[src/sv/smrs_pkg.sv]
package smrs_pkg;

   localparam int unsigned DataWidth = 16;
   localparam int unsigned DurWidth  = 30;
   localparam int unsigned TimeWidth = 32;
   localparam int unsigned FuncWidth = 3;
   localparam int unsigned IdxWidth  = 3;
   localparam int unsigned DivWidth  = 34;
   localparam logic [DataWidth-1:0] RateCap = 16'hFFFF;

   typedef enum logic [FuncWidth-1:0] {
      FUNC_NOP   = 3'd0,
      FUNC_MOVE  = 3'd1,
      FUNC_STOP  = 3'd2,
      FUNC_RESET = 3'd3,
      FUNC_TICK  = 3'd4,
      FUNC_RSV5  = 3'd5,
      FUNC_RSV6  = 3'd6,
      FUNC_RSV7  = 3'd7
   } func_type;

   typedef enum logic [IdxWidth-1:0] {
      REG_MIN_PHYS = 3'd0,
      REG_MAX_PHYS = 3'd1,
      REG_MIN_STEP = 3'd2,
      REG_MAX_STEP = 3'd3,
      REG_MIN_RATE = 3'd4,
      REG_MAX_RATE = 3'd5,
      REG_RSV6     = 3'd6,
      REG_RSV7     = 3'd7
   } reg_idx_type;

   typedef struct packed {
      logic signed [DataWidth-1:0] min_phys;
      logic signed [DataWidth-1:0] max_phys;
      logic signed [DataWidth-1:0] min_step;
      logic signed [DataWidth-1:0] max_step;
      logic [DataWidth-1:0]        min_rate;
      logic [DataWidth-1:0]        max_rate;
   } cfg_type;

   typedef struct packed {
      logic                start;
      logic                neg;
      logic [DivWidth-1:0] num;
      logic [DivWidth-1:0] den;
   } div_req_type;

   typedef struct packed {
      logic                done;
      logic [DivWidth-1:0] quo;
   } div_rsp_type;

   // saturate a signed 35-bit value to 16 bits
   function automatic logic signed [DataWidth-1:0] sat16(input logic signed [DivWidth:0] v);
      logic signed [DataWidth-1:0] r;
      if (v > 35'sd32767) r = 16'sh7FFF;
      else if (v < -35'sd32768) r = 16'sh8000;
      else r = v[DataWidth-1:0];
      return r;
   endfunction

endpackage

[src/sv/smrs_if.sv]
interface smrs_req_if;
   import smrs_pkg::*;
   logic                 valid;
   logic                 ready;
   logic [FuncWidth-1:0] func;
   logic signed [DataWidth-1:0] target_value;
   logic [DurWidth-1:0]  duration_ms;
   logic [TimeWidth-1:0] now_ms;
   modport source(output valid, func, target_value, duration_ms, now_ms, input ready);
   modport sink(input valid, func, target_value, duration_ms, now_ms, output ready);
endinterface

interface smrs_rsp_if;
   import smrs_pkg::*;
   logic                        valid;
   logic                        ready;
   logic signed [DataWidth-1:0] current_phys;
   logic signed [DataWidth-1:0] current_pos;
   logic signed [DataWidth-1:0] requested_phys;
   logic [DurWidth-1:0]         requested_ms;
   logic [DataWidth-1:0]        rate_now;
   logic                        was_capped;
   modport source(output valid, current_phys, current_pos, requested_phys, requested_ms,
                  rate_now, was_capped, input ready);
   modport sink(input valid, current_phys, current_pos, requested_phys, requested_ms,
                rate_now, was_capped, output ready);
endinterface

interface smrs_csr_if;
   import smrs_pkg::*;
   logic                 valid;
   logic                 ready;
   logic [IdxWidth-1:0]  index;
   logic [DataWidth-1:0] data;
   modport source(output valid, index, data, input ready);
   modport sink(input valid, index, data, output ready);
endinterface

[src/sv/smrs_div.sv]
// Shared restoring divider: one quotient bit a cycle on magnitudes,
// sign applied at the end (truncation toward zero).
module smrs_div
   import smrs_pkg::*;
(
   input  logic        clock,
   input  logic        reset,
   input  div_req_type req,
   output div_rsp_type rsp
);
   localparam int unsigned CntWidth = $clog2(DivWidth + 1);

   logic [DivWidth-1:0] quo_ff, quo_in, rem_ff, rem_in, den_ff, den_in;
   logic [CntWidth-1:0] cnt_ff, cnt_in;
   logic                busy_ff, busy_in, neg_ff, neg_in, done_ff, done_in;
   logic [DivWidth:0]   trial;

   always_comb begin
      quo_in  = quo_ff;
      rem_in  = rem_ff;
      den_in  = den_ff;
      cnt_in  = cnt_ff;
      busy_in = busy_ff;
      neg_in  = neg_ff;
      done_in = 1'b0;
      trial   = {rem_ff, quo_ff[DivWidth-1]} - {1'b0, den_ff};
      if (req.start) begin
         quo_in  = req.num;
         rem_in  = '0;
         den_in  = req.den;
         neg_in  = req.neg;
         cnt_in  = CntWidth'(DivWidth);
         busy_in = 1'b1;
      end else if (busy_ff) begin
         if (!trial[DivWidth]) begin
            rem_in = trial[DivWidth-1:0];
            quo_in = {quo_ff[DivWidth-2:0], 1'b1};
         end else begin
            rem_in = {rem_ff[DivWidth-2:0], quo_ff[DivWidth-1]};
            quo_in = {quo_ff[DivWidth-2:0], 1'b0};
         end
         cnt_in = cnt_ff - 1'b1;
         if (cnt_ff == CntWidth'(1)) begin
            busy_in = 1'b0;
            done_in = 1'b1;
         end
      end
   end

   always_ff @(posedge clock) begin
      if (reset) begin
         busy_ff <= 1'b0;
         done_ff <= 1'b0;
         cnt_ff  <= '0;
      end else begin
         busy_ff <= busy_in;
         done_ff <= done_in;
         cnt_ff  <= cnt_in;
      end
      quo_ff <= quo_in;
      rem_ff <= rem_in;
      den_ff <= den_in;
      neg_ff <= neg_in;
   end

   assign rsp.done = done_ff;
   assign rsp.quo  = neg_ff ? (~quo_ff + 1'b1) : quo_ff;
endmodule

[src/sv/smrs_regs.sv]
// Configuration register file
module smrs_regs
   import smrs_pkg::*;
(
   input  logic      clock,
   input  logic      reset,
   smrs_csr_if.sink  csr,
   output cfg_type   cfg
);
   cfg_type cfg_ff, cfg_in;

   always_comb begin
      cfg_in = cfg_ff;
      if (csr.valid) begin
         unique case (reg_idx_type'(csr.index))
            REG_MIN_PHYS: cfg_in.min_phys = csr.data;
            REG_MAX_PHYS: cfg_in.max_phys = csr.data;
            REG_MIN_STEP: cfg_in.min_step = csr.data;
            REG_MAX_STEP: cfg_in.max_step = csr.data;
            REG_MIN_RATE: cfg_in.min_rate = csr.data;
            REG_MAX_RATE: cfg_in.max_rate = csr.data;
            default: ;
         endcase
      end
   end

   always_ff @(posedge clock) begin
      if (reset) cfg_ff <= '0;
      else cfg_ff <= cfg_in;
   end

   assign csr.ready = 1'b1;
   assign cfg       = cfg_ff;
endmodule

[src/sv/smrs_ctrl.sv]
// Sequencer: issues up to three divisions per item through the shared divider
module smrs_ctrl
   import smrs_pkg::*;
(
   input  logic        clock,
   input  logic        reset,
   input  cfg_type     cfg,
   smrs_req_if.sink    req,
   smrs_rsp_if.source  rsp,
   output div_req_type dreq,
   input  div_rsp_type drsp
);
   typedef enum logic [6:0] {
      ST_IDLE = 7'b0000001,
      ST_MAPG = 7'b0000010,
      ST_RATE = 7'b0000100,
      ST_TICK = 7'b0001000,
      ST_MAPP = 7'b0010000,
      ST_WAIT = 7'b0100000,
      ST_OUT  = 7'b1000000
   } state_type;

   localparam int unsigned W = DivWidth;

   state_type state_ff, state_in;
   logic signed [DataWidth-1:0] pos_ff, pos_in, gstep_ff, gstep_in, gphys_ff, gphys_in;
   logic signed [DataWidth-1:0] phys_ff, phys_in;
   logic [DurWidth-1:0]  gms_ff, gms_in;
   logic [DataWidth-1:0] rate_ff, rate_in;
   logic [TimeWidth-1:0] last_ff, last_in, elapsed_ff, elapsed_in;
   logic                 cap_ff, cap_in, vld_ff, vld_in;
   state_type            next_ff, next_in;
   logic signed [DataWidth-1:0] y0_ff, y0_in;
   div_req_type          dreq_in;

   // shared map helpers
   logic signed [DataWidth:0]   mx, sx, sy;
   logic signed [2*DataWidth+1:0] mprod;
   logic signed [W:0]           qs, pnext;
   logic [W-1:0]                rq;
   logic signed [DataWidth:0]   gap;
   logic [TimeWidth-1:0]        el;
   logic signed [DataWidth:0]   tgt;

   always_comb begin
      state_in = state_ff;
      pos_in = pos_ff; gstep_in = gstep_ff; gphys_in = gphys_ff; phys_in = phys_ff;
      gms_in = gms_ff; rate_in = rate_ff; last_in = last_ff; elapsed_in = elapsed_ff;
      cap_in = cap_ff; vld_in = vld_ff; next_in = next_ff; y0_in = y0_ff;
      dreq_in = '0;
      mx = '0; sx = '0; sy = '0; mprod = '0;
      qs = {drsp.quo[W-1], drsp.quo};
      pnext = '0; rq = '0; gap = '0; el = '0; tgt = '0;
      if (vld_ff && rsp.ready) vld_in = 1'b0;
      unique case (state_ff)
         ST_IDLE: begin
            if (req.valid) begin
               unique case (func_type'(req.func))
                  FUNC_MOVE: begin
                     gms_in = req.duration_ms;
                     tgt = (DataWidth+1)'(req.target_value);
                     cap_in = 1'b0;
                     if (req.target_value < cfg.min_phys) begin
                        tgt = cfg.min_phys; cap_in = 1'b1;
                     end
                     if (tgt > cfg.max_phys) begin
                        tgt = cfg.max_phys; cap_in = 1'b1;
                     end
                     gphys_in = tgt[DataWidth-1:0];
                     // map physical goal to steps
                     sx = cfg.max_phys - cfg.min_phys;
                     sy = cfg.max_step - cfg.min_step;
                     mx = tgt - cfg.min_phys;
                     mprod = mx * sy;
                     y0_in = cfg.min_step;
                     if (sx == '0) begin
                        gstep_in = cfg.min_step;
                        state_in = ST_RATE;
                        dreq_in.start = 1'b0;
                     end else begin
                        dreq_in.start = 1'b1;
                        dreq_in.neg = mprod[2*DataWidth+1] ^ sx[DataWidth];
                        dreq_in.num = W'(mprod[2*DataWidth+1] ? -mprod : mprod);
                        dreq_in.den = W'(sx[DataWidth] ? -sx : sx);
                        next_in = ST_MAPG;
                        state_in = ST_WAIT;
                     end
                  end
                  FUNC_STOP: begin
                     rate_in = '0; state_in = ST_MAPP;
                  end
                  FUNC_RESET: begin
                     pos_in = req.target_value; gstep_in = req.target_value;
                     rate_in = '0; state_in = ST_MAPP;
                  end
                  FUNC_TICK: begin
                     if (last_ff == '0) begin
                        last_in = req.now_ms; state_in = ST_MAPP;
                     end else begin
                        el = (req.now_ms - last_ff) << 2;
                        last_in = req.now_ms;
                        if (el == '0) el = TimeWidth'(1);
                        if (rate_ff == '0) state_in = ST_MAPP;
                        else if (pos_ff == gstep_ff) begin
                           rate_in = '0; state_in = ST_MAPP;
                        end else begin
                           // nonzero elapsed marks a step count in the result stage
                           elapsed_in = el;
                           dreq_in.start = 1'b1;
                           dreq_in.num = W'(el);
                           dreq_in.den = W'(rate_ff);
                           next_in = ST_TICK;
                           state_in = ST_WAIT;
                        end
                     end
                  end
                  default: state_in = ST_MAPP;
               endcase
            end
         end
         ST_WAIT: if (drsp.done) state_in = next_ff;
         ST_MAPG: begin
            gstep_in = sat16(qs + W'(signed'(y0_ff)));
            state_in = ST_RATE;
         end
         ST_RATE: begin
            gap = (gstep_ff > pos_ff) ? gstep_ff - pos_ff : pos_ff - gstep_ff;
            if (gap == '0) begin
               rate_in = cfg.min_rate;
               if (cfg.min_rate > cfg.max_rate) rate_in = cfg.max_rate;
               state_in = ST_MAPP;
            end else begin
               dreq_in.start = 1'b1;
               dreq_in.num = W'({gms_ff, 2'b00});
               dreq_in.den = W'(gap);
               next_in = ST_TICK;
               state_in = ST_WAIT;
            end
         end
         ST_TICK: begin
            // shared result stage: rate for move, step count for tick
            rq = drsp.quo;
            if (elapsed_ff == '0) begin
               if (rq < W'(cfg.min_rate)) rq = W'(cfg.min_rate);
               if (rq > W'(cfg.max_rate)) rq = W'(cfg.max_rate);
               rate_in = rq[DataWidth-1:0];
            end else begin
               if (rq == '0) rq = W'(1);
               if (pos_ff < gstep_ff) begin
                  pnext = W'(signed'(pos_ff)) + signed'({1'b0, rq});
                  if (pnext > W'(signed'(gstep_ff))) pnext = W'(signed'(gstep_ff));
               end else begin
                  pnext = W'(signed'(pos_ff)) - signed'({1'b0, rq});
                  if (pnext < W'(signed'(gstep_ff))) pnext = W'(signed'(gstep_ff));
               end
               if (pnext > W'(signed'(cfg.max_step))) pnext = W'(signed'(cfg.max_step));
               if (pnext < W'(signed'(cfg.min_step))) pnext = W'(signed'(cfg.min_step));
               pos_in = pnext[DataWidth-1:0];
            end
            elapsed_in = '0;
            state_in = ST_MAPP;
         end
         ST_MAPP: begin
            // map step position back to physical units
            sx = cfg.max_step - cfg.min_step;
            sy = cfg.max_phys - cfg.min_phys;
            mx = pos_ff - cfg.min_step;
            mprod = mx * sy;
            y0_in = cfg.min_phys;
            if (sx == '0) begin
               phys_in = cfg.min_phys;
               vld_in = 1'b1;
               state_in = ST_OUT;
            end else begin
               dreq_in.start = 1'b1;
               dreq_in.neg = mprod[2*DataWidth+1] ^ sx[DataWidth];
               dreq_in.num = W'(mprod[2*DataWidth+1] ? -mprod : mprod);
               dreq_in.den = W'(sx[DataWidth] ? -sx : sx);
               next_in = ST_OUT;
               state_in = ST_WAIT;
            end
         end
         ST_OUT: begin
            if (next_ff == ST_OUT && !vld_ff) begin
               phys_in = sat16(qs + W'(signed'(y0_ff)));
               vld_in = 1'b1;
               next_in = ST_IDLE;
            end else if (vld_ff && rsp.ready) begin
               state_in = ST_IDLE;
            end
         end
         default: state_in = ST_IDLE;
      endcase
   end

   always_ff @(posedge clock) begin
      if (reset) begin
         state_ff <= ST_IDLE; vld_ff <= 1'b0;
         pos_ff <= '0; gstep_ff <= '0; gphys_ff <= '0; gms_ff <= '0;
         rate_ff <= '0; last_ff <= '0; cap_ff <= 1'b0; elapsed_ff <= '0;
         next_ff <= ST_IDLE;
      end else begin
         state_ff <= state_in; vld_ff <= vld_in;
         pos_ff <= pos_in; gstep_ff <= gstep_in; gphys_ff <= gphys_in; gms_ff <= gms_in;
         rate_ff <= rate_in; last_ff <= last_in; cap_ff <= cap_in; elapsed_ff <= elapsed_in;
         next_ff <= next_in;
      end
      phys_ff <= phys_in;
      y0_ff   <= y0_in;
   end

   assign dreq = dreq_in;
   assign req.ready = (state_ff == ST_IDLE);
   assign rsp.valid = vld_ff;
   assign rsp.current_phys   = phys_ff;
   assign rsp.current_pos    = pos_ff;
   assign rsp.requested_phys = gphys_ff;
   assign rsp.requested_ms   = gms_ff;
   assign rsp.rate_now       = rate_ff;
   assign rsp.was_capped     = cap_ff;
endmodule

[src/sv/stepper_move_rate_simulator.sv]
// The result is worked out through the shared 34-bit divider: each division
// yields 34 quotient bits and then raises done. A move uses up to three
// divisions, a tick up to two, other requests at most one.
// Throughput: one request at a time; ready is low until the result is taken.
// Reset (synchronous, active high) returns the sequencer to idle and clears config and control registers.
module stepper_move_rate_simulator
   import smrs_pkg::*;
(
   input  logic       clock,
   input  logic       reset,
   smrs_req_if.sink   req,
   smrs_rsp_if.source rsp,
   smrs_csr_if.sink   csr
);
   cfg_type     cfg;
   div_req_type dreq;
   div_rsp_type drsp;

   smrs_regs u_regs (.clock, .reset, .csr, .cfg);
   smrs_div  u_div  (.clock, .reset, .req(dreq), .rsp(drsp));
   smrs_ctrl u_ctrl (.clock, .reset, .cfg, .req, .rsp, .dreq, .drsp);
endmodule

[src/flat_wrapper.sv]
// flat-port wrapper written by rule: the top's interface ports become plain ports
module stepper_move_rate_simulator_flat import smrs_pkg::*;
  (clock, reset, req_valid, req_func, req_target_value, req_duration_ms, req_now_ms, req_ready, rsp_valid, rsp_current_phys, rsp_current_pos, rsp_requested_phys, rsp_requested_ms, rsp_rate_now, rsp_was_capped, rsp_ready, csr_valid, csr_index, csr_data, csr_ready);
  smrs_req_if req_i ();
  smrs_rsp_if rsp_i ();
  smrs_csr_if csr_i ();
  input  logic clock;
  input  logic reset;
  input wire logic [$bits(req_i.valid)-1:0] req_valid;
  input wire logic [$bits(req_i.func)-1:0] req_func;
  input wire logic [$bits(req_i.target_value)-1:0] req_target_value;
  input wire logic [$bits(req_i.duration_ms)-1:0] req_duration_ms;
  input wire logic [$bits(req_i.now_ms)-1:0] req_now_ms;
  output wire logic [$bits(req_i.ready)-1:0] req_ready;
  output wire logic [$bits(rsp_i.valid)-1:0] rsp_valid;
  output wire logic [$bits(rsp_i.current_phys)-1:0] rsp_current_phys;
  output wire logic [$bits(rsp_i.current_pos)-1:0] rsp_current_pos;
  output wire logic [$bits(rsp_i.requested_phys)-1:0] rsp_requested_phys;
  output wire logic [$bits(rsp_i.requested_ms)-1:0] rsp_requested_ms;
  output wire logic [$bits(rsp_i.rate_now)-1:0] rsp_rate_now;
  output wire logic [$bits(rsp_i.was_capped)-1:0] rsp_was_capped;
  input wire logic [$bits(rsp_i.ready)-1:0] rsp_ready;
  input wire logic [$bits(csr_i.valid)-1:0] csr_valid;
  input wire logic [$bits(csr_i.index)-1:0] csr_index;
  input wire logic [$bits(csr_i.data)-1:0] csr_data;
  output wire logic [$bits(csr_i.ready)-1:0] csr_ready;
  assign req_i.valid = req_valid;
  assign req_i.func = req_func;
  assign req_i.target_value = req_target_value;
  assign req_i.duration_ms = req_duration_ms;
  assign req_i.now_ms = req_now_ms;
  assign req_ready = req_i.ready;
  assign rsp_valid = rsp_i.valid;
  assign rsp_current_phys = rsp_i.current_phys;
  assign rsp_current_pos = rsp_i.current_pos;
  assign rsp_requested_phys = rsp_i.requested_phys;
  assign rsp_requested_ms = rsp_i.requested_ms;
  assign rsp_rate_now = rsp_i.rate_now;
  assign rsp_was_capped = rsp_i.was_capped;
  assign rsp_i.ready = rsp_ready;
  assign csr_i.valid = csr_valid;
  assign csr_i.index = csr_index;
  assign csr_i.data = csr_data;
  assign csr_ready = csr_i.ready;
  stepper_move_rate_simulator u_core (.clock(clock), .reset(reset), .req(req_i), .rsp(rsp_i), .csr(csr_i));
endmodule
[config.mk]
export PLATFORM = sky130hd
export DESIGN_NAME = stepper_move_rate_simulator_flat
export DESIGN_NICKNAME = d
export VERILOG_FILES = /design/src/sv/smrs_pkg.sv /design/src/sv/smrs_if.sv /design/src/sv/smrs_div.sv /design/src/sv/smrs_regs.sv /design/src/sv/smrs_ctrl.sv /design/src/sv/stepper_move_rate_simulator.sv /design/src/flat_wrapper.sv
export SDC_FILE = /design/constraint.sdc
export NUM_CORES = 2
export LEC_CHECK = 0
export BUFFER_PORTS_ARGS = -buffer_cell sky130_fd_sc_hd__buf_2
export CORE_UTILIZATION = 25
export CTS_BUF_LIST = sky130_fd_sc_hd__clkbuf_4 sky130_fd_sc_hd__clkbuf_8
export CTS_CLUSTER_DIAMETER = 80
export DETAILED_ROUTE_END_ITERATION = 10
export GPL_TIMING_DRIVEN = 0
export PLACE_DENSITY_LB_ADDON = 0.25
export SLEW_MARGIN = 20
export SYNTH_ARGS = -nofsm -noshare
export SYNTH_HDL_FRONTEND = slang
export SYNTH_HIERARCHICAL = 1
export SYNTH_SLANG_ARGS = --single-unit
[constraint.sdc]
create_clock -name clock -period 34.6 [get_ports clock]
set_clock_uncertainty 0.15 [all_clocks]
set_input_delay 6.92 -clock clock [delete_from_list [all_inputs] [get_ports clock]]
set_output_delay 6.92 -clock clock [all_outputs]
set_load 0.03 [all_outputs]
# Word-level counts from Yosys, hierarchy flattened
# Cells that the tools add are included.
word_totals:
  word_cells: 264
  reg_bits: 413
  input_bits: 105
  out_inout_bits: 98
classes:
  muxes: 118
  n_addsub: 17
  multipliers: 2
  reduce_logical: 38
  magnitude_cmp: 13
  n_eq_ne: 45
  bitwise: 4
ops:
  columns: ["operator", "count"]
  rows:
  - ["34-bit 2-to-1 mux", 14]
  - ["16-bit 2-to-1 mux", 20]
  - ["35-bit 2-to-1 mux", 8]
  - ["66-bit 2-to-1 mux", 4]
  - ["68-bit case mux with 3 select lines", 1]
  - ["32-bit 2-to-1 mux", 6]
  - ["16-bit case mux with 2 select lines", 6]
  - ["17-bit 2-to-1 mux", 9]
  - ["70-bit 2-to-1 mux", 2]
  - ["68-bit case mux with 2 select lines", 1]
  - ["7-bit 2-to-1 mux", 15]
  - ["32-bit zero test", 3]
  - ["16-bit by 16-bit subtractor with 17-bit output", 5]
  - ["35-bit by 16-bit > comparator with 1-bit output", 2]
  - ["35-bit by 16-bit < comparator with 1-bit output", 2]
  - ["69-bit 2-to-1 mux", 1]
  - ["17-bit by 17-bit multiplier with 34-bit output", 2]
  - ["17-bit negator with 34-bit output", 2]
  - ["34-bit negator", 2]
  - ["32-bit case mux with 2 select lines", 1]
  - ["17-bit zero test", 3]
  - ["7-bit case mux with 7 select lines", 1]
  - ["16-bit case mux with 3 select lines", 1]
  - ["16-bit by 35-bit adder with 35-bit output", 1]
  - ["other kinds (56)", 125]

# Longest topological paths before layout
logic_depth:
  ltp_word: 21
  ltp_mapped: 69
  ltp_nobuf: 66

# Hierarchy
# The synthesis kept the hierarchy.
by_module_without_submodules:
  columns: ["mod", "seq_area_each_um2", "cells_per_inst", "area_each_um2", "n_inst"]
  rows:
  - ["smrs_ctrl", 4364.2, 6856, 53306.1, 1]
  - ["smrs_div", 2912.8, 750, 7049.3, 1]
  - ["smrs_regs", 1921.8, 338, 3793.6, 1]

# Least setup slack after synthesis
# Ideal clock, no wire load.
synth_timing:
  kind: "in2reg"
  start: "input req_target_value[1]"
  end: "register u_core.u_div.quo_ff[28], data pin"
  t_required_ps: 34190
  setup_slack_ps: 12751
  t_arrival_ps: 21439
  path_buffers: 4
  setup_ps: 260
  path_stages: 66
  path_cell_list: "ha_1 > a21o_1 > a21o_1 > a21o_1 > a21o_1 > a21oi_1 > o21ai_0 > a221o_1 > a41oi_1 > clkbuf_1 > mux2i_1 > inv_1 > ha_1 > nor2b_1 > o21a_1 > o21a_1 > o21a_1 > o21a_1 > (+30 left out) > fa_1 > inv_1 > ha_1 > clkbuf_1 > a21o_1 > a21o_1 > a221o_1 > a221oi_1 > o21ai_1 > a41o_1 > a211o_1 > nand3_1 > clkbuf_1 > a31oi_1 > xnor2_1 > a222oi_1 > a21bo_2 > mux2_2"
synth_rtl:
  columns: ["item", "line", "source"]
  rows:
  - ["start, declared", "flat_wrapper.sv:11", "input wire logic [$bits(req_i.target_value)-1:0] req_target_value;"]
  - ["end signal, assigned", "smrs_div.sv:60", "quo_ff <= quo_in;"]
  - ["end, declared", "smrs_div.sv:13", "logic [DivWidth-1:0] quo_ff, quo_in, rem_ff, rem_in, den_ff, den_in;"]

==> key figures <==
Timing
  • Setup Total Neg Slack: 0 ns
  • Fmax achieved: 39.02 MHz
  • Unrepaired setup endpoints after global routing: no
  • Fin. Hold Viols: 0
  • Setup violators final: 0
  • Part of the cycle the worst path needs: 0.7408
  • Measured slew at the worst slew-check pin: 1.464 ns
  • Pins Over Slew Limit: 0
  • Relative slew margins: 0.02407
  • Min cycle time layout: 25.63 ns

Yosys
  • Synth area leader: fa_1
  • Simple-gate share of the synthesized area: 0.1854
  • Adder and majority gate portion of the synthesized area: 0.3152
  • Synthesized area per cell: 8.075 sq um
  • Top cells by area, synth: fa_1 19%, ha_1 13%, dfxtp_1 9.6%, inv_1 6.0%, edfxtp_1 4.7%
  • Seq/Total Area, Yosys: 0.1434
  • Post-Syn Instances: 7944
  • Synth cell types: 110
  • Ys Warns: 6
  • Syn Nets: 9308
  • Mux cell area share after synthesis: 0.03437
  • Most common flop cell mapped by yosys: dfxtp_1
  • Post-synthesis compound-gate area fraction: 0.1829
  • XOR/XNOR Fraction of Synth Area: 0.05448
  • Main combinational cell family by area after synthesis: adder cells
  • Synth Register Bits: 409
  • Number of flops mapped to enable cells by yosys: approximately 100
  • Synth async-reset ratio: 0
  • Yosys top cell area share: 0.1857
  • Mapped cell area: 64150 sq um

Min path
  • HP Class: reg2reg
  • Hold Crit Depth: 2

Global routing
  • Largest net degree at the start of global routing: 42
  • First-pass GRT wire length: 423700 um
  • Initial antenna violation count: 29
  • Grt ovf: 0
  • GR Util met2: 0.3575
  • Top Usage Layer GRT: met2
  • GRT met3 Usage: 0.04323
  • Grt met1 use: 0.2881
  • Vias in the first global route: around 60k
  • GRT Overall Usage: 0.2246

Placement
  • Buffers on Ports: 199
  • Post-Place Cell Area: 69930 sq um
  • Detailed Place HPWL: about 250000 um
  • Cells after DPL: around 12k
  • Gpl congestion: 1.046

Routing
  • 1st-pass router iterations: 11
  • Drt initial violations: 5696
  • Detail Route Antenna Nets: 0
  • Routed WL: slightly below 300000 um
  • Drt wl/cell: 25.23 um
  • DRC violations left: 3
  • Via count: 60.99k
  • Vias/cell: about 5.2

Clock tree
  • Reg clk slew, reported paths: 0.06 ns
  • Skew-Pair Late Insertion Delay: 0.85 ns
  • Setup repair bufs after CTS: 0
  • Max Root-Sink Buffers: 3
  • Clock sink total: 409
  • H-tree depth: 3
  • Post-CTS Resized: 0
  • Inserted Clock Buffers: 85
  • Root buffer cell: clkbuf_8
  • CTS tree: built
  • Hold buffer count at CTS: 0

Worst setup path
  • Cells on worst reg2reg path: 65
  • Crit path capture: u_core/u_div/quo_ff[27]
  • Crit path launch: req_target_value[1]
  • Crit path largest cell delay: 1.15 ns
  • CP arrival: 26.03 ns
  • Crit-path slowest cell: a222oi_1
  • Max FO, Critical Path: 10
  • Worst R2R Start: u_core/u_regs/cfg[81]
  • Critical Path Sink Type: flip-flop
  • Reg-to-reg endpoint: u_core/u_div/quo_ff[27]
  • R2R Setup Slk: 14.12 ns
  • Crit path launch type: primary input
  • CP Class: in2reg
  • Worst Path Required: about 35 ns

Floorplanning
  • Die height: 508.6 um
  • Initial core utilization: 0.2519
  • Die width: 508.6 um
  • I/O pin cnt: about 200
  • Die area: 258600 sq um
  • Core footprint: 254600 sq um
  • FP Rows: 185

Outcome
  • Status: finished, violations left
  • Failing checks: design-rule violations

Cells and area
  • Commonest non-fill, non-tap cell in the layout: inv_1
  • # fillers: 27.64k
  • Commonest cells after routing, fill and taps aside: 1019 x inv_1, 766 x nand2_1, 740 x nor2_1
  • Post-route insts no fill: 11.72k
  • Layout Area Growth over Synthesis: 12.28%
  • Nets: around 9.6k
  • Ratio of cells with drive above 1 in the final layout: 0.07629
  • Design area: 72030 sq um

Run
  • MaxCap Viol Count: 0
[synthesized netlist by cell type, types with 34 or more instances]
master,n
a31oi_1,56
clkbuf_1,314
a211oi_1,54
a311oi_1,47
inv_1,1022
nand3_1,119
xor2_1,115
o32ai_1,34
nand2_1,767
o31ai_1,47
nor2b_1,98
nor2_1,740
nand4_1,81
o21bai_1,74
mux2_2,66
or3_1,43
and3_1,72
a21oi_1,490
a22oi_1,53
dfxtp_1,308
fa_1,595
o211ai_1,50
o22ai_1,43
o21a_1,67
ha_1,664
mux2i_1,146
o21ai_0,244
nand2b_1,195
a21o_1,179
xnor2_1,284
and2_1,50
edfxtp_1,101
nor3_1,139
nor4_1,64
[how the worst min path moves through the flow]
stage / start / to / slack (ns)
after floorplan: u_core/u_ctrl/elapsed_ff[7] / u_core/u_ctrl/elapsed_ff[7] / 0.28
after global placement: u_core/u_ctrl/elapsed_ff[12] / u_core/u_ctrl/elapsed_ff[12] / 0.29
after detailed placement: u_core/u_ctrl/elapsed_ff[12] / u_core/u_ctrl/elapsed_ff[12] / 0.30
final: u_core/u_ctrl/elapsed_ff[12] / u_core/u_ctrl/elapsed_ff[12] / 0.30
after CTS: u_core/u_ctrl/elapsed_ff[12] / u_core/u_ctrl/elapsed_ff[12] / 0.30
after global routing: u_core/u_ctrl/elapsed_ff[7] / u_core/u_ctrl/elapsed_ff[7] / 0.34
[logic make-up (layout without fill, tap and decap cells)]
| kind of cell | count (synthesis) | count (layout) |
|---|---|---|
| and+or+nand+nor | 2513 | 2513 |
| DFF | 409 | 409 |
| AOI/OAI and AO/OA | 1748 | 1748 |
| other | 1 | 30 |
| buffers and inverters | 1403 | 1783 |
| muxes | 212 | 212 |
| xor gates and xnor gates | 399 | 399 |
| adders and majority gates | 1259 | 1259 |
[final cells by class]
| class | count | area, sq um | area share |
|---|---|---|---|
| antenna | 29 | 72.57 | 0.001008 |
| buffer | 374 | 1545 | 0.02145 |
| clock buffer | 119 | 1500 | 0.02083 |
| clock inverter | 36 | 445.4 | 0.006184 |
| inverter | 1029 | 3862 | 0.05363 |
| multi-input combinational | 6132 | 49900 | 0.6928 |
| sequential | 409 | 9203 | 0.1278 |
| tap | 3366 | 4212 | 0.05847 |
| timing repair buffer | 225 | 1284 | 0.01782 |
[per-layer routing]
metal / vias up / share of wire
met5: - / 0.0011
met4: 6 / 0.055
met3: 511 / 0.074
met2: 2376 / 0.45
met1: 30300 / 0.42
li1: 27800 / -
[sequential cells by signal, indices dropped and copies added, names as in the netlist, 4 cells and up]
register and cells:
u_core/u_ctrl/state_ff 7, u_core/u_regs/cfg 96, u_core/u_ctrl/rsp.requested_ms 30, u_core/u_ctrl/rsp.current_pos 16, u_core/u_ctrl/rsp.rate_now 16, u_core/u_ctrl/next_ff 4
u_core/u_div/quo_ff 34, u_core/u_ctrl/last_ff 32, u_core/u_ctrl/rsp.requested_phys 16, u_core/u_div/den_ff 34, u_core/u_div/cnt_ff 6, u_core/u_ctrl/gstep_ff 16
u_core/u_ctrl/y0_ff 16, u_core/u_ctrl/elapsed_ff 31, u_core/u_div/rem_ff 34, u_core/u_ctrl/rsp.current_phys 16
[per-stage QoR]
step	setup WS [ns]	utilization	hold slack [ns]
final	8.970	0.2829	0.3025
after global routing	8.332	0.2826	0.3363
after detailed placement	8.613	0.2746	0.2951
after global placement	8.241	0.2724	0.2894
after floorplan	12.75	-	0.2816
after CTS	9.443	0.2823	0.3017
[worst max-delay path: cells and delay by family]
family | cells | cell delay, ns
compound gates | 29 | 7.74
xor+xnor | 1 | 0.18
fa+ha+maj | 11 | 4.68
buf+inv | 11 | 2.49
mux | 2 | 0.68
simple gates | 11 | 3.32
Power is left out: the tool's default activity adds up to more than one toggle a clock period on the data nets, which glitch-free logic cannot reach.
